===== src/design/prs_pkg.sv =====
`default_nettype none
package prs_pkg;

    // geometry fixed by the field widths
    localparam int PAGE_W  = 6;
    localparam int FRAME_W = 4;
    localparam int FILL_W  = 5;
    localparam int VPAGES  = 64;
    localparam int MFRAMES = 16;
    localparam int GROUP_W = 3;
    localparam int CNT_W   = 32;
    localparam int SEED_W  = 16;
    localparam int CFG_IDX_W = 2;

    // replacement policies
    localparam logic [1:0] POL_FIFO   = 2'd0;
    localparam logic [1:0] POL_LRU    = 2'd1;
    localparam logic [1:0] POL_RANDOM = 2'd2;

    // register indexes
    localparam logic [CFG_IDX_W-1:0] CFG_POLICY = 2'd0;
    localparam logic [CFG_IDX_W-1:0] CFG_FRAMES = 2'd1;
    localparam logic [CFG_IDX_W-1:0] CFG_SEED   = 2'd2;

    // command into the lru row
    typedef struct packed {
        logic               drop_en;
        logic [PAGE_W-1:0]  drop_page;
        logic               wr_en;
        logic [FRAME_W-1:0] wr_slot;
        logic [PAGE_W-1:0]  wr_page;
        logic [FRAME_W-1:0] wr_frame;
        logic [FILL_W-1:0]  fill;
        logic [FILL_W-1:0]  limit;
    } lru_cmd_t;

    // victim search result out of the lru row
    typedef struct packed {
        logic               found;
        logic [FRAME_W-1:0] frame;
    } lru_stat_t;

endpackage
`default_nettype wire


===== src/design/prs_if.sv =====
`default_nettype none
interface prs_page_if;
    logic                       valid;
    logic                       ready;
    logic [prs_pkg::PAGE_W-1:0] page;
    modport source (output valid, output page, input ready);
    modport sink (input valid, input page, output ready);
endinterface

interface prs_result_if;
    logic                        valid;
    logic                        ready;
    logic                        hit;
    logic [prs_pkg::FRAME_W-1:0] frame;
    logic                        evicted_valid;
    logic [prs_pkg::PAGE_W-1:0]  evicted_page;
    logic [prs_pkg::PAGE_W-1:0]  out_block;
    logic                        in_block_valid;
    logic [prs_pkg::PAGE_W-1:0]  in_block;
    logic [prs_pkg::CNT_W-1:0]   ref_count;
    logic [prs_pkg::CNT_W-1:0]   fault_count;
    modport source (output valid, output hit, output frame, output evicted_valid,
        output evicted_page, output out_block, output in_block_valid,
        output in_block, output ref_count, output fault_count, input ready);
    modport sink (input valid, input hit, input frame, input evicted_valid,
        input evicted_page, input out_block, input in_block_valid,
        input in_block, input ref_count, input fault_count, output ready);
endinterface
`default_nettype wire


===== src/design/prs_lru_cell.sv =====
`default_nettype none
module prs_lru_cell (
    input  wire logic                        clk,
    input  wire prs_pkg::lru_cmd_t           cmd,
    input  wire logic [prs_pkg::FRAME_W-1:0] idx,
    input  wire logic [prs_pkg::PAGE_W-1:0]  nb_page,
    input  wire logic [prs_pkg::FRAME_W-1:0] nb_frame,
    input  wire logic                        drop_in,
    input  wire logic                        found_in,
    output logic                             drop_out,
    output logic                             found_out,
    output logic                             sel,
    output logic [prs_pkg::PAGE_W-1:0]       page,
    output logic [prs_pkg::FRAME_W-1:0]      frame
);
    logic [prs_pkg::PAGE_W-1:0]  page_reg,  page_next;
    logic [prs_pkg::FRAME_W-1:0] frame_reg, frame_next;
    logic                        live;
    logic                        has_next;
    logic                        cand;

    // slot holds a resident page when below the fill count
    assign live     = {1'b0, idx} < cmd.fill;
    assign has_next = ({1'b0, idx} + 5'd1) < cmd.fill;
    assign drop_out = drop_in | (live & (page_reg == cmd.drop_page));

    // first live slot whose frame lies below the limit
    assign cand      = live & ({1'b0, frame_reg} < cmd.limit);
    assign sel       = cand & ~found_in;
    assign found_out = found_in | cand;

    always_comb
    begin
        page_next  = page_reg;
        frame_next = frame_reg;
        if (cmd.drop_en && drop_out && has_next)
        begin
            page_next  = nb_page;
            frame_next = nb_frame;
        end
        else if (cmd.wr_en && cmd.wr_slot == idx)
        begin
            page_next  = cmd.wr_page;
            frame_next = cmd.wr_frame;
        end
    end

    always_ff @(posedge clk)
    begin
        page_reg  <= page_next;
        frame_reg <= frame_next;
    end

    assign page  = page_reg;
    assign frame = frame_reg;
endmodule
`default_nettype wire


===== src/design/prs_lru_row.sv =====
`default_nettype none
module prs_lru_row (
    input  wire logic              clk,
    input  wire prs_pkg::lru_cmd_t cmd,
    output prs_pkg::lru_stat_t     stat
);
    localparam int N = prs_pkg::MFRAMES;

    logic [prs_pkg::PAGE_W-1:0]  pg  [N];
    logic [prs_pkg::FRAME_W-1:0] fr  [N];
    logic [N:0]                  drop_c;
    logic [N:0]                  found_c;
    logic [N-1:0]                sel;
    logic [prs_pkg::FRAME_W-1:0] vict;

    assign drop_c[0]  = 1'b0;
    assign found_c[0] = 1'b0;

    // row of cells, each shifting from its upper neighbour
    for (genvar i = 0; i < N; i++)
    begin : g_cell
        prs_lru_cell u_cell (
            .clk       (clk),
            .cmd       (cmd),
            .idx       (prs_pkg::FRAME_W'(i)),
            .nb_page   (pg[(i + 1 < N) ? i + 1 : i]),
            .nb_frame  (fr[(i + 1 < N) ? i + 1 : i]),
            .drop_in   (drop_c[i]),
            .found_in  (found_c[i]),
            .drop_out  (drop_c[i+1]),
            .found_out (found_c[i+1]),
            .sel       (sel[i]),
            .page      (pg[i]),
            .frame     (fr[i])
        );
    end

    // one-hot pick of the victim frame
    always_comb
    begin
        vict = '0;
        for (int i = 0; i < N; i++)
            vict = vict | (sel[i] ? fr[i] : '0);
    end

    assign stat.found = found_c[N];
    assign stat.frame = vict;
endmodule
`default_nettype wire


===== src/design/prs_mod_unit.sv =====
`default_nettype none
module prs_mod_unit (
    input  wire logic                        clk,
    input  wire logic                        rst_n,
    input  wire logic                        start,
    input  wire logic [prs_pkg::SEED_W-1:0]  dividend,
    input  wire logic [prs_pkg::FILL_W-1:0]  divisor,
    output logic                             done,
    output logic [prs_pkg::FRAME_W-1:0]      rem
);
    logic                         busy_reg, busy_next;
    logic                         done_reg, done_next;
    logic [3:0]                   cnt_reg,  cnt_next;
    logic [prs_pkg::SEED_W-1:0]   sh_reg,   sh_next;
    logic [prs_pkg::FILL_W-1:0]   rem_reg,  rem_next;
    logic [prs_pkg::FILL_W:0]     trial;

    // one remainder bit a cycle, restoring
    assign trial = {rem_reg, sh_reg[prs_pkg::SEED_W-1]};

    always_comb
    begin
        busy_next = busy_reg;
        done_next = 1'b0;
        cnt_next  = cnt_reg;
        sh_next   = sh_reg;
        rem_next  = rem_reg;
        if (start)
        begin
            busy_next = 1'b1;
            cnt_next  = '0;
            sh_next   = dividend;
            rem_next  = '0;
        end
        else if (busy_reg)
        begin
            if (trial >= {1'b0, divisor})
                rem_next = prs_pkg::FILL_W'(trial - {1'b0, divisor});
            else
                rem_next = prs_pkg::FILL_W'(trial);
            sh_next  = {sh_reg[prs_pkg::SEED_W-2:0], 1'b0};
            cnt_next = cnt_reg + 4'd1;
            if (cnt_reg == 4'd15)
            begin
                busy_next = 1'b0;
                done_next = 1'b1;
            end
        end
    end

    always_ff @(posedge clk or negedge rst_n)
    begin
        if (!rst_n)
        begin
            busy_reg <= 1'b0;
            done_reg <= 1'b0;
            cnt_reg  <= '0;
        end
        else
        begin
            busy_reg <= busy_next;
            done_reg <= done_next;
            cnt_reg  <= cnt_next;
        end
    end

    always_ff @(posedge clk)
    begin
        sh_reg  <= sh_next;
        rem_reg <= rem_next;
    end

    assign done = done_reg;
    assign rem  = rem_reg[prs_pkg::FRAME_W-1:0];
endmodule
`default_nettype wire


===== src/design/page_replacement_with_swap.sv =====
`default_nettype none
// Page replacement with swap. Takes one virtual page reference per transfer and
// returns one result per reference: hit/frame, the evicted page and the swap
// block it went to, the block the page came back from, and saturating counts of
// references and faults. Policy (FIFO, LRU, random) and frames in use are to be
// set through the write port only while idle; the block does not enforce this.
// Writing the seed reloads the LFSR. A sequencer works one reference at a time:
// a hit or a filling miss goes from lookup to the LRU update or placement; an
// eviction picks a victim (random: bit-serial modulo of the LFSR value), scans
// the swap bitmap for the lowest free block, 8 blocks a cycle. LRU order lives
// in a row of 16 cells that shift towards the head when a page leaves the list.
module page_replacement_with_swap (
    input  wire logic                            clk,
    input  wire logic                            rst_n,
    prs_page_if.sink                             req,
    prs_result_if.source                         rsp,
    input  wire logic                            cfg_we,
    input  wire logic [prs_pkg::CFG_IDX_W-1:0]   cfg_index,
    input  wire logic [prs_pkg::SEED_W-1:0]      cfg_data
);
    localparam int PW = prs_pkg::PAGE_W;
    localparam int FW = prs_pkg::FRAME_W;
    localparam int CW = prs_pkg::FILL_W;
    localparam int NW = prs_pkg::CNT_W;

    localparam logic [3:0] S_IDLE  = 4'd0;
    localparam logic [3:0] S_LOOK  = 4'd1;
    localparam logic [3:0] S_MOD   = 4'd2;
    localparam logic [3:0] S_VICT  = 4'd3;
    localparam logic [3:0] S_SCAN  = 4'd4;
    localparam logic [3:0] S_EVICT = 4'd5;
    localparam logic [3:0] S_PLACE = 4'd6;
    localparam logic [3:0] S_HUPD  = 4'd7;
    localparam logic [3:0] S_DONE  = 4'd8;

    logic [3:0]                state_reg, state_next;
    logic [1:0]                policy_reg, policy_next;
    logic [CW-1:0]             frames_reg, frames_next;
    logic [prs_pkg::SEED_W-1:0] lfsr_reg, lfsr_next, lfsr_step;
    logic [CW-1:0]             fill_reg, fill_next;
    logic [FW-1:0]             fifo_reg, fifo_next;
    logic [NW-1:0]             refs_reg, refs_next;
    logic [NW-1:0]             faults_reg, faults_next;
    logic [prs_pkg::VPAGES-1:0] present_reg, present_next;
    logic [prs_pkg::VPAGES-1:0] loaded_reg, loaded_next;
    logic [prs_pkg::VPAGES-1:0] used_reg, used_next;
    logic [prs_pkg::GROUP_W-1:0] grp_reg, grp_next;
    logic                      outv_reg, outv_next;

    // working payload
    logic [PW-1:0] page_reg, page_next;
    logic [FW-1:0] vf_reg, vf_next;
    logic [PW-1:0] vic_reg, vic_next;
    logic [PW-1:0] blk_reg, blk_next;
    logic          w_hit_reg, w_hit_next;
    logic          w_ev_reg, w_ev_next;
    logic          w_in_reg, w_in_next;
    logic [PW-1:0] w_inb_reg, w_inb_next;
    logic [PW-1:0] owner_reg [prs_pkg::MFRAMES];
    logic          owner_we;

    // result register
    logic          o_hit_reg;
    logic [FW-1:0] o_frame_reg;
    logic          o_ev_reg;
    logic [PW-1:0] o_evp_reg, o_blk_reg, o_inb_reg;
    logic          o_in_reg;
    logic [NW-1:0] o_refs_reg, o_faults_reg;
    logic          o_load;

    // page location memory
    logic [PW-1:0] loc_mem [prs_pkg::VPAGES];
    logic [PW-1:0] loc_rd_reg;
    logic          loc_we;
    logic [PW-1:0] loc_wa, loc_wd;

    logic [CW-1:0]  m;
    logic           accept;
    logic [7:0]     grp_bits;
    logic [2:0]     free_idx;
    logic           free_any;
    logic [CW-1:0]  fifo_v;
    logic           mod_start, mod_done;
    logic [FW-1:0]  mod_rem;
    prs_pkg::lru_cmd_t  lcmd;
    prs_pkg::lru_stat_t lstat;

    // usable frame count
    always_comb
    begin
        if (frames_reg == '0)
            m = CW'(1);
        else if (frames_reg > CW'(prs_pkg::MFRAMES))
            m = CW'(prs_pkg::MFRAMES);
        else
            m = frames_reg;
    end

    assign accept    = req.valid & req.ready;
    assign req.ready = (state_reg == S_IDLE);
    assign lfsr_step = {lfsr_reg[0] ^ lfsr_reg[2] ^ lfsr_reg[3] ^ lfsr_reg[5],
                        lfsr_reg[prs_pkg::SEED_W-1:1]};
    assign fifo_v    = ({1'b0, fifo_reg} < m) ? {1'b0, fifo_reg} : '0;

    // lowest free block within the current group of eight
    assign grp_bits = used_reg[{grp_reg, 3'b000} +: 8];
    always_comb
    begin
        free_any = 1'b0;
        free_idx = '0;
        for (int i = 7; i >= 0; i--)
            if (!grp_bits[i])
            begin
                free_any = 1'b1;
                free_idx = 3'(i);
            end
    end

    prs_mod_unit u_mod (
        .clk      (clk),
        .rst_n    (rst_n),
        .start    (mod_start),
        .dividend (lfsr_step),
        .divisor  (m),
        .done     (mod_done),
        .rem      (mod_rem)
    );

    prs_lru_row u_lru (
        .clk  (clk),
        .cmd  (lcmd),
        .stat (lstat)
    );

    // sequencer
    always_comb
    begin
        state_next   = state_reg;
        policy_next  = policy_reg;
        frames_next  = frames_reg;
        lfsr_next    = lfsr_reg;
        fill_next    = fill_reg;
        fifo_next    = fifo_reg;
        refs_next    = refs_reg;
        faults_next  = faults_reg;
        present_next = present_reg;
        loaded_next  = loaded_reg;
        used_next    = used_reg;
        grp_next     = grp_reg;
        outv_next    = outv_reg;
        page_next    = page_reg;
        vf_next      = vf_reg;
        vic_next     = vic_reg;
        blk_next     = blk_reg;
        w_hit_next   = w_hit_reg;
        w_ev_next    = w_ev_reg;
        w_in_next    = w_in_reg;
        w_inb_next   = w_inb_reg;
        owner_we     = 1'b0;
        loc_we       = 1'b0;
        loc_wa       = page_reg;
        loc_wd       = '0;
        mod_start    = 1'b0;
        o_load       = 1'b0;
        lcmd           = '0;
        lcmd.fill      = fill_reg;
        lcmd.limit     = m;
        lcmd.wr_slot   = FW'(fill_reg - CW'(1));
        lcmd.wr_page   = page_reg;
        lcmd.wr_frame  = vf_reg;
        lcmd.drop_page = page_reg;

        if (outv_reg && rsp.ready)
            outv_next = 1'b0;

        // configuration writes
        if (cfg_we)
        begin
            unique case (cfg_index)
                prs_pkg::CFG_POLICY: policy_next = cfg_data[1:0];
                prs_pkg::CFG_FRAMES: frames_next = cfg_data[CW-1:0];
                prs_pkg::CFG_SEED:
                    lfsr_next = (cfg_data == '0) ? prs_pkg::SEED_W'(1) : cfg_data;
                default: ;
            endcase
        end

        unique case (state_reg)
            S_IDLE:
            begin
                if (accept)
                begin
                    page_next  = req.page;
                    refs_next  = (refs_reg == '1) ? refs_reg : refs_reg + NW'(1);
                    w_hit_next = 1'b0;
                    w_ev_next  = 1'b0;
                    w_in_next  = 1'b0;
                    w_inb_next = '0;
                    vic_next   = '0;
                    blk_next   = '0;
                    state_next = S_LOOK;
                end
            end
            S_LOOK:
            begin
                if (present_reg[page_reg])
                begin
                    w_hit_next   = 1'b1;
                    vf_next      = loc_rd_reg[FW-1:0];
                    lcmd.drop_en = 1'b1;
                    state_next   = S_HUPD;
                end
                else
                begin
                    faults_next = (faults_reg == '1) ? faults_reg : faults_reg + NW'(1);
                    if (loaded_reg[page_reg])
                    begin
                        w_in_next  = 1'b1;
                        w_inb_next = loc_rd_reg;
                    end
                    if (fill_reg < m)
                    begin
                        vf_next   = fill_reg[FW-1:0];
                        fill_next = fill_reg + CW'(1);
                        if (loaded_reg[page_reg])
                            used_next[loc_rd_reg] = 1'b0;
                        state_next = S_PLACE;
                    end
                    else
                    begin
                        priority case (policy_reg)
                            prs_pkg::POL_LRU:
                            begin
                                vf_next    = lstat.found ? lstat.frame : '0;
                                state_next = S_VICT;
                            end
                            prs_pkg::POL_RANDOM:
                            begin
                                lfsr_next  = lfsr_step;
                                mod_start  = 1'b1;
                                state_next = S_MOD;
                            end
                            default:
                            begin
                                vf_next    = fifo_v[FW-1:0];
                                fifo_next  = (fifo_v + CW'(1) == m) ? '0
                                           : FW'(fifo_v + CW'(1));
                                state_next = S_VICT;
                            end
                        endcase
                    end
                end
            end
            S_MOD:
            begin
                if (mod_done)
                begin
                    vf_next    = mod_rem;
                    state_next = S_VICT;
                end
            end
            S_VICT:
            begin
                vic_next   = owner_reg[vf_reg];
                grp_next   = '0;
                state_next = S_SCAN;
            end
            S_SCAN:
            begin
                if (free_any)
                begin
                    blk_next   = {grp_reg, free_idx};
                    state_next = S_EVICT;
                end
                else if (grp_reg == '1)
                begin
                    blk_next   = '0;
                    state_next = S_EVICT;
                end
                else
                    grp_next = grp_reg + 3'd1;
            end
            S_EVICT:
            begin
                used_next[blk_reg] = 1'b1;
                if (w_in_reg)
                    used_next[w_inb_reg] = 1'b0;
                loc_we       = 1'b1;
                loc_wa       = vic_reg;
                loc_wd       = blk_reg;
                present_next[vic_reg] = 1'b0;
                w_ev_next    = 1'b1;
                lcmd.drop_en   = 1'b1;
                lcmd.drop_page = vic_reg;
                state_next   = S_PLACE;
            end
            S_PLACE:
            begin
                owner_we     = 1'b1;
                lcmd.wr_en   = 1'b1;
                loc_we       = 1'b1;
                loc_wd       = PW'(vf_reg);
                present_next[page_reg] = 1'b1;
                loaded_next[page_reg]  = 1'b1;
                state_next   = S_DONE;
            end
            S_HUPD:
            begin
                lcmd.wr_en = 1'b1;
                state_next = S_DONE;
            end
            S_DONE:
            begin
                if (!outv_reg)
                begin
                    o_load     = 1'b1;
                    outv_next  = 1'b1;
                    state_next = S_IDLE;
                end
            end
            default: state_next = S_IDLE;
        endcase
    end

    always_ff @(posedge clk or negedge rst_n)
    begin
        if (!rst_n)
        begin
            state_reg   <= S_IDLE;
            policy_reg  <= prs_pkg::POL_FIFO;
            frames_reg  <= CW'(prs_pkg::MFRAMES);
            lfsr_reg    <= prs_pkg::SEED_W'(1);
            fill_reg    <= '0;
            fifo_reg    <= '0;
            refs_reg    <= '0;
            faults_reg  <= '0;
            present_reg <= '0;
            loaded_reg  <= '0;
            used_reg    <= '0;
            grp_reg     <= '0;
            outv_reg    <= 1'b0;
        end
        else
        begin
            state_reg   <= state_next;
            policy_reg  <= policy_next;
            frames_reg  <= frames_next;
            lfsr_reg    <= lfsr_next;
            fill_reg    <= fill_next;
            fifo_reg    <= fifo_next;
            refs_reg    <= refs_next;
            faults_reg  <= faults_next;
            present_reg <= present_next;
            loaded_reg  <= loaded_next;
            used_reg    <= used_next;
            grp_reg     <= grp_next;
            outv_reg    <= outv_next;
        end
    end

    // payload registers
    always_ff @(posedge clk)
    begin
        page_reg  <= page_next;
        vf_reg    <= vf_next;
        vic_reg   <= vic_next;
        blk_reg   <= blk_next;
        w_hit_reg <= w_hit_next;
        w_ev_reg  <= w_ev_next;
        w_in_reg  <= w_in_next;
        w_inb_reg <= w_inb_next;
        if (owner_we)
            owner_reg[vf_reg] <= page_reg;
        if (o_load)
        begin
            o_hit_reg    <= w_hit_reg;
            o_frame_reg  <= vf_reg;
            o_ev_reg     <= w_ev_reg;
            o_evp_reg    <= w_ev_reg ? vic_reg : '0;
            o_blk_reg    <= w_ev_reg ? blk_reg : '0;
            o_in_reg     <= w_in_reg;
            o_inb_reg    <= w_inb_reg;
            o_refs_reg   <= refs_reg;
            o_faults_reg <= faults_reg;
        end
    end

    // location memory, registered read at the incoming page
    always_ff @(posedge clk)
    begin
        if (loc_we)
            loc_mem[loc_wa] <= loc_wd;
        loc_rd_reg <= loc_mem[req.page];
    end

    assign rsp.valid          = outv_reg;
    assign rsp.hit            = o_hit_reg;
    assign rsp.frame          = o_frame_reg;
    assign rsp.evicted_valid  = o_ev_reg;
    assign rsp.evicted_page   = o_evp_reg;
    assign rsp.out_block      = o_blk_reg;
    assign rsp.in_block_valid = o_in_reg;
    assign rsp.in_block       = o_inb_reg;
    assign rsp.ref_count      = o_refs_reg;
    assign rsp.fault_count    = o_faults_reg;
endmodule
`default_nettype wire

===== src/flat_wrapper.sv =====
// flat-port wrapper written by rule: the top's interface ports become plain ports
module page_replacement_with_swap_flat 
  (clk, rst_n, cfg_we, cfg_index, cfg_data, req_valid, req_page, req_ready, rsp_valid, rsp_hit, rsp_frame, rsp_evicted_valid, rsp_evicted_page, rsp_out_block, rsp_in_block_valid, rsp_in_block, rsp_ref_count, rsp_fault_count, rsp_ready);
  prs_page_if req_i ();
  prs_result_if rsp_i ();
  input  wire logic clk;
  input  wire logic rst_n;
  input  wire logic cfg_we;
  input  wire logic [prs_pkg::CFG_IDX_W-1:0] cfg_index;
  input  wire logic [prs_pkg::SEED_W-1:0] cfg_data;
  input wire logic [$bits(req_i.valid)-1:0] req_valid;
  input wire logic [$bits(req_i.page)-1:0] req_page;
  output wire logic [$bits(req_i.ready)-1:0] req_ready;
  output wire logic [$bits(rsp_i.valid)-1:0] rsp_valid;
  output wire logic [$bits(rsp_i.hit)-1:0] rsp_hit;
  output wire logic [$bits(rsp_i.frame)-1:0] rsp_frame;
  output wire logic [$bits(rsp_i.evicted_valid)-1:0] rsp_evicted_valid;
  output wire logic [$bits(rsp_i.evicted_page)-1:0] rsp_evicted_page;
  output wire logic [$bits(rsp_i.out_block)-1:0] rsp_out_block;
  output wire logic [$bits(rsp_i.in_block_valid)-1:0] rsp_in_block_valid;
  output wire logic [$bits(rsp_i.in_block)-1:0] rsp_in_block;
  output wire logic [$bits(rsp_i.ref_count)-1:0] rsp_ref_count;
  output wire logic [$bits(rsp_i.fault_count)-1:0] rsp_fault_count;
  input wire logic [$bits(rsp_i.ready)-1:0] rsp_ready;
  assign req_i.valid = req_valid;
  assign req_i.page = req_page;
  assign req_ready = req_i.ready;
  assign rsp_valid = rsp_i.valid;
  assign rsp_hit = rsp_i.hit;
  assign rsp_frame = rsp_i.frame;
  assign rsp_evicted_valid = rsp_i.evicted_valid;
  assign rsp_evicted_page = rsp_i.evicted_page;
  assign rsp_out_block = rsp_i.out_block;
  assign rsp_in_block_valid = rsp_i.in_block_valid;
  assign rsp_in_block = rsp_i.in_block;
  assign rsp_ref_count = rsp_i.ref_count;
  assign rsp_fault_count = rsp_i.fault_count;
  assign rsp_i.ready = rsp_ready;
  page_replacement_with_swap u_core (.clk(clk), .rst_n(rst_n), .req(req_i), .rsp(rsp_i), .cfg_we(cfg_we), .cfg_index(cfg_index), .cfg_data(cfg_data));
endmodule

===== config.mk =====
export PLATFORM = sky130hd
export DESIGN_NAME = page_replacement_with_swap_flat
export DESIGN_NICKNAME = d
export VERILOG_FILES = /design/src/design/prs_pkg.sv /design/src/design/prs_if.sv /design/src/design/prs_lru_cell.sv /design/src/design/prs_lru_row.sv /design/src/design/prs_mod_unit.sv /design/src/design/page_replacement_with_swap.sv /design/src/flat_wrapper.sv
export SDC_FILE = /design/constraint.sdc
export NUM_CORES = 2
export LEC_CHECK = 0
export ABC_AREA = 1
export ABC_CLOCK_PERIOD_IN_PS = 9100
export BUFFER_PORTS_ARGS = -buffer_cell sky130_fd_sc_hd__buf_2
export CAP_MARGIN = 5
export CORE_MARGIN = 4
export CORE_UTILIZATION = 54
export CTS_CLUSTER_SIZE = 25
export DETAILED_ROUTE_END_ITERATION = 8
export HOLD_SLACK_MARGIN = 0.03
export PLACE_DENSITY = 0.79
export SYNTH_ARGS = -nofsm -noshare
export SYNTH_HDL_FRONTEND = slang
export SYNTH_SLANG_ARGS = --single-unit

===== constraint.sdc =====
create_clock -name clk -period 9.1 [get_ports clk]
set_clock_uncertainty 0.1 [all_clocks]
set_input_delay 2.73 -clock clk [delete_from_list [all_inputs] [get_ports clk]]
set_output_delay 2.73 -clock clk [all_outputs]
set_load 0.02 [all_outputs]

Yosys cells after proc, flatten, opt, wreduce, memory -nomap -nowiden
Memories as Yosys holds them, arrays and structs flattened. A register that Yosys moved wholly into a read port is not among the register bits.
Index checks and enable logic that the tools add are counted.
{ "op_classes": {"muxes": 188, "shifts": 1, "order_cmp": 47, "n_bitwise": 126, "addsub": 8, "eq_ne": 59, "n_reduce_logical": 103} }
{ "op_table": {"columns": ["op", "count"], "rows": [
  ["$mux 64", 4],
  ["$pmux 64 s2", 2],
  ["$mux 4", 61],
  ["$mux 6", 36],
  ["$and 64x64->64", 3],
  ["$not 64->64", 3],
  ["$or 64x64->64", 3],
  ["$mux 16", 9],
  ["$eq 6x6->1", 16],
  ["$lt 4x5->1", 17],
  ["$add 32x1->32 const B", 2],
  ["$eq 32x32->1 const B", 2],
  ["$shiftx 64x7->8", 1],
  ["$or 4x4->4", 15],
  ["$logic_and 1x1->1", 54],
  ["$and 1x1->1", 48],
  ["$pmux 6 s2", 4],
  ["$reduce_bool 2->1", 24],
  ["$mux 1", 43],
  ["$eq 4x4->1 const B", 10],
  ["$lt 4x5->1 const A", 8],
  ["$lt 6x7->1 const B", 5],
  ["$mux 3", 11],
  ["$eq 4x3->1 const B", 8],
  ["41 further kinds", 143]
]} }
{ "totals": {"elab_cells": 601, "ramBits": 480, "n_memories": 2, "inputBits": 29, "register_bits": 603} }
{ "memory_table": {"columns": ["name", "words", "word_bits", "read_ports", "rd_ports_with_merged_regs", "write_ports", "line", "text"], "rows": [
  ["u_core.loc_mem", 64, 6, 1, 1, 1, "page_replacement_with_swap.sv:72", "logic [PW-1:0] loc_mem [prs_pkg::VPAGES];"],
  ["u_core.owner_reg", 16, 6, 1, 1, 1, "page_replacement_with_swap.sv:59", "logic [PW-1:0] owner_reg [prs_pkg::MFRAMES];"]
]} }

Depth between registers and ports, before layout
{ "depth": {"word_depth": 29, "depth_mapped": 30, "depth_no_buf": 30} }

Cells and area by module
From an unflattened synthesis, not the netlist that was laid out.
{ "unflattened": {"cells_unflattened": 6587, "hier_area_um2": 58835.2} }
{ "modules_own_cells": {"columns": ["module", "cells_per_inst", "instances", "area_each_um2"], "rows": [
  ["page_replacement_with_swap", 4264, 1, 41413.5],
  ["prs_lru_cell", 125, 16, 964.7],
  ["prs_mod_unit", 180, 1, 1436.4],
  ["prs_lru_row", 143, 1, 550.5]
]} }

Worst setup path after synthesis
Ideal clock, no wire load.
{ "synth_path": {"path_type": "reg-to-reg", "start": "reg u_core.state_reg[0]", "end": "reg u_core.outv_reg (netlist: u_core.rsp.valid)", "path_stages_with_launch": 5, "arrival_time_ns": 9.820, "path_slack_ns": -0.950, "path_buffers": 0, "cell_sequence": "dfrtp_1 -> nor2_1 -> inv_1 -> nor4_1 -> o21bai_1"} }
{ "synth_via": {"elab_chain_cells": 2} }
{ "synth_rtl": {"columns": ["item", "line", "text"], "rows": [
  ["start: declaration", "page_replacement_with_swap.sv:36", "logic [3:0] state_reg, state_next;"],
  ["start signal: assignment", "page_replacement_with_swap.sv:345", "state_reg <= state_next;"],
  ["$eq 4x4->1", "page_replacement_with_swap.sv:188", "unique case (state_reg)"],
  ["$mux 1", "page_replacement_with_swap.sv:188", null],
  ["via u_core.outv_next", "page_replacement_with_swap.sv:48", "logic outv_reg, outv_next;"],
  ["end signal: assignment", "page_replacement_with_swap.sv:357", "outv_reg <= outv_next;"],
  ["end: declaration", "page_replacement_with_swap.sv:48", null]
]} }
The timed path passes the listed nets, and every way through them passes these cells.
A chain may end at the register's enable or synchronous reset.

Final worst setup path
{ "layout_path": {"start": "reg u_core.page_reg[0]", "end": "reg u_core.u_lru.g_cell[6].u_cell.page_reg (netlist bit u_core.u_lru.g_cell[6].u_cell.page[1]), enable pin"} }
{ "layout_via": {"elab_chain_cells": 12} }
{ "layout_rtl": {"columns": ["item", "line", "text"], "rows": [
  ["start: declaration", "page_replacement_with_swap.sv:51", "logic [PW-1:0] page_reg, page_next;"],
  ["start signal: assignment", "page_replacement_with_swap.sv:364", "page_reg <= page_next;"],
  ["$mux 6", "page_replacement_with_swap.sv:188", null],
  ["$eq 6x6->1", "prs_lru_cell.sv:25", "assign drop_out = drop_in | (live & (page_reg == cmd.drop_page));"],
  ["$and 1x1->1", "prs_lru_cell.sv:25", null],
  ["$or 1x1->1 (6 in series)", "prs_lru_cell.sv:25", null],
  ["$logic_and 1x1->1 (*) (2 in series)", "prs_lru_cell.sv:36", "if (cmd.drop_en && drop_out && has_next)"],
  ["$reduce_bool 2->1 (no source line) (*)", null, null],
  ["end signal: assignment", "prs_lru_cell.sv:50", "page_reg <= page_next;"],
  ["end: declaration", "prs_lru_cell.sv:16", "logic [prs_pkg::PAGE_W-1:0] page_reg, page_next;"]
]} }
Every way passes the cells marked *; elsewhere a longest branch is shown, timed or not. The select of a mux whose other input is x is not followed.

==> impl_metrics.env <==
export IMPL_postCtsResizedCells=0
export IMPL_cts_num_sinks=1093
export IMPL_io_pins=120
export IMPL_cts_buffer_depth=3
export IMPL_mostFrequentLayoutCells="edfxtp_1 (776), nand2_1 (611), o21ai_0 (611)"
export IMPL_htree_levels=3
export IMPL_layout_drive_gt1_share_pct=8.54
export IMPL_final_antenna_net_count=0
export IMPL_grt_start_max_net_pins=155
export IMPL_die_h_um=315
export IMPL_synth_edf_count=776
export IMPL_final_cell_area_sq_um=56500
export IMPL_largest_reg_flops=384
export IMPL_ys_warnings_count=0
export IMPL_synthAdderAreaFrac_pct=1.86
export IMPL_start_util_pct=54.5
export IMPL_crit_path_end_kind="flop"
export IMPL_crit_start="u_core.page_reg[0]"
export IMPL_worst_pin_slew_ns=1.35
export IMPL_clk_pin_slew_ns=0.06
export IMPL_dr_total_vias=39781
export IMPL_cap_violations=0
export IMPL_crit_path_max_fanout=25
export IMPL_avgSynthCellArea_sq_um=10.2
export IMPL_grt_met1_usage_pct=36.4
export IMPL_busiest_layer="met2"
export IMPL_synth_compound_area_share_pct=15.1
export IMPL_relSlewSlack_pct=9.11
export IMPL_yosysTopAreaCell="edfxtp_1"
export IMPL_worstSetupPathType="reg -> reg"
export IMPL_drt_iter0_markers=5792
export IMPL_grt_pass1_wl_um=212000
export IMPL_synth_top_family_by_area="compound AO/OA/AOI/OAI gates"
export IMPL_critPathArrivalTime_ns=6.07
export IMPL_viasPerCell=6.18
export IMPL_synthSimpleGateAreaFrac_pct=13.6
export IMPL_hold_class="reg -> reg"
export IMPL_synth_mux_area_share_pct=0.465
export IMPL_netlist_instances=5009
export IMPL_cts_root_buffer="clkbuf_16"
export IMPL_synth_distinct_cells=63
export IMPL_post_route_drc_count=0
export IMPL_ys_seq_area_share_pct=61.2
export IMPL_drt_wl_total_um=138000
export IMPL_hold_viol_final=0
export IMPL_cts_hold_buffers=0
export IMPL_period_share_pct=62.8
export IMPL_crit_end="u_core.u_lru.g_cell[6].u_cell.page[1]"
export IMPL_syn_area_sq_um=50900
export IMPL_status="complete, no violations"
export IMPL_setup_viol=0
export IMPL_final_cells=6432
export IMPL_dp_cells=6227
export IMPL_netlist_top_cells_area="edfxtp_1 (46%), dfrtp_1 (15%), o21ai_0 (6.0%)"
export IMPL_routedWlPerCell_um=21.4
export IMPL_p_leak_nw=22.6
export IMPL_r2r_slack_ns=3.39
export IMPL_grt_antenna_before_repair=1
export IMPL_r2r_end="u_core.u_lru.g_cell[6].u_cell.page[1]"
export IMPL_layout_nets=5189
export IMPL_die_x_um=315
export IMPL_clk_latency_ns=0.72
export IMPL_post_cts_buffers=0
export IMPL_powerDensity_nw_per_um2=262
export IMPL_yosys_register_bits=1093
export IMPL_rows=112
export IMPL_place_area_sq_um=52800
export IMPL_place_hpwl_um=87800
export IMPL_core_area_sq_um=93500
export IMPL_synth_ff_type="edfxtp_1"
export IMPL_synth_nets=5113
export IMPL_drv_slew=0
export IMPL_cp_required_ns=9.45
export IMPL_gp_congestion=0.960
export IMPL_syn_to_final_growth_pct=11.0
export IMPL_startpoint_type="flop"
export IMPL_cts_buffers=109
export IMPL_max_freq_mhz=175
export IMPL_grtUsageMet3_pct=6.26
export IMPL_power_mw=14.8
export IMPL_grt_overflow_total=0
export IMPL_finalCriticalPeriod_ns=5.71
export IMPL_first_pass_iters=8
export IMPL_yosysTopAreaCellShare_pct=45.8
export IMPL_ir_worst_vdd_mv=0.229
export IMPL_setup_slack_ns=3.39
export IMPL_async_flop_share_pct=27.6
export IMPL_rsz0062_at_grt="false"
export IMPL_grt_usage_pct=27.1
export IMPL_dieArea_sq_um=99200
export IMPL_r2r_cells=17
export IMPL_port_buffers=119
export IMPL_dp_slack_ns=3.30
export IMPL_grt_pass1_vias=37797
export IMPL_worstReg2RegStart="u_core.page_reg[0]"
export IMPL_cts_tree="done"
export IMPL_yosys_area_share_xor_xnor_pct=1.88
export IMPL_fin_tns_setup_ns=0
export IMPL_final_common_cell="edfxtp_1"
export IMPL_grt_util_met2_pct=43.0
==> cells in the mapped netlist (74+ instances only) <==
master / count
o2111ai_1: 80
edfxtp_1: 776
clkbuf_1: 163
dfrtp_1: 300
xor2_1: 83
ha_1: 74
inv_1: 511
o21ai_0: 612
o22ai_1: 165
nand2_1: 611
nand3_1: 215
nor2_1: 588
a21oi_1: 235
nor3_1: 80
==> layout make-up <==
type / instances / area (sq um)
fillers: 7315 / 37000
flip-flops and latches: 1093 / 31200
clock inverters: 50 / 597
well taps: 1254 / 1570
repair buffers: 195 / 1190
diodes: 1 / 2.50
multi-input cells: 3152 / 16900
clock buffers: 153 / 3070
inverters: 534 / 2010
==> critical path: stages, from the launching register on <==
cell and delay (ns):
edfxtp_1 0.71, buf_4 0.43, inv_2 0.21, nand3_1 0.55
inv_1 0.25, a21oi_1 0.24, nand2_1 0.09, o21ai_0 0.17
nand2_1 0.07, nor2_1 0.11, nand2_1 0.17, inv_1 0.21
nor2_1 0.09, nor2_1 0.43, inv_2 0.25, nand3_1 0.54
o21ai_0 0.51, buf_4 0.31
==> worst min path at each step <==
stage	end	start	cells past startpoint
floorplan	u_core.rsp.hit	u_core.w_hit_reg	0
global placement	u_core.loaded_reg[40]	u_core.loaded_reg[40]	2
global route	u_core.rsp.ref_count[23]	u_core.refs_reg[23]	0
CTS	u_core.rsp.fault_count[26]	u_core.faults_reg[26]	0
detailed placement	u_core.rsp.ref_count[23]	u_core.refs_reg[23]	0
finish	u_core.rsp.fault_count[26]	u_core.faults_reg[26]	0
==> metal layers <==
| layer | up-vias | part of all wire [%] |
|---|---|---|
| met5 | - | 0 |
| met4 | 0 | 4.5 |
| met3 | 480 | 11 |
| met2 | 2581 | 46 |
| met1 | 18831 | 38 |
| li1 | 17889 | - |
==> metrics by stage <==
step,utilization (%),hold WS [ns]
after floorplan,-,0.300
after global placement,56.5,0.332
after detailed placement,56.5,0.333
after CTS,60.4,0.353
after global routing,60.4,0.358
final,60.4,0.354
==> logic make-up after synthesis <==
kind of cell    after synthesis
compound gates             1315
xor+xnor                    109
fa+ha+maj                    75
buf+inv                     764
flops                      1093
mux                          23
simple gates               1630
==> power breakdown <==
group	internal (mW)	leakage (nW)	total, mW	switching [mW]
combinational	0.959	9.25	3.76	2.80
sequential	6.08	11.6	6.50	0.420
clock	2.60	1.78	4.55	1.95
total	9.65	22.6	14.8	5.17
Note: power is estimated with default switching activity, not from simulation.
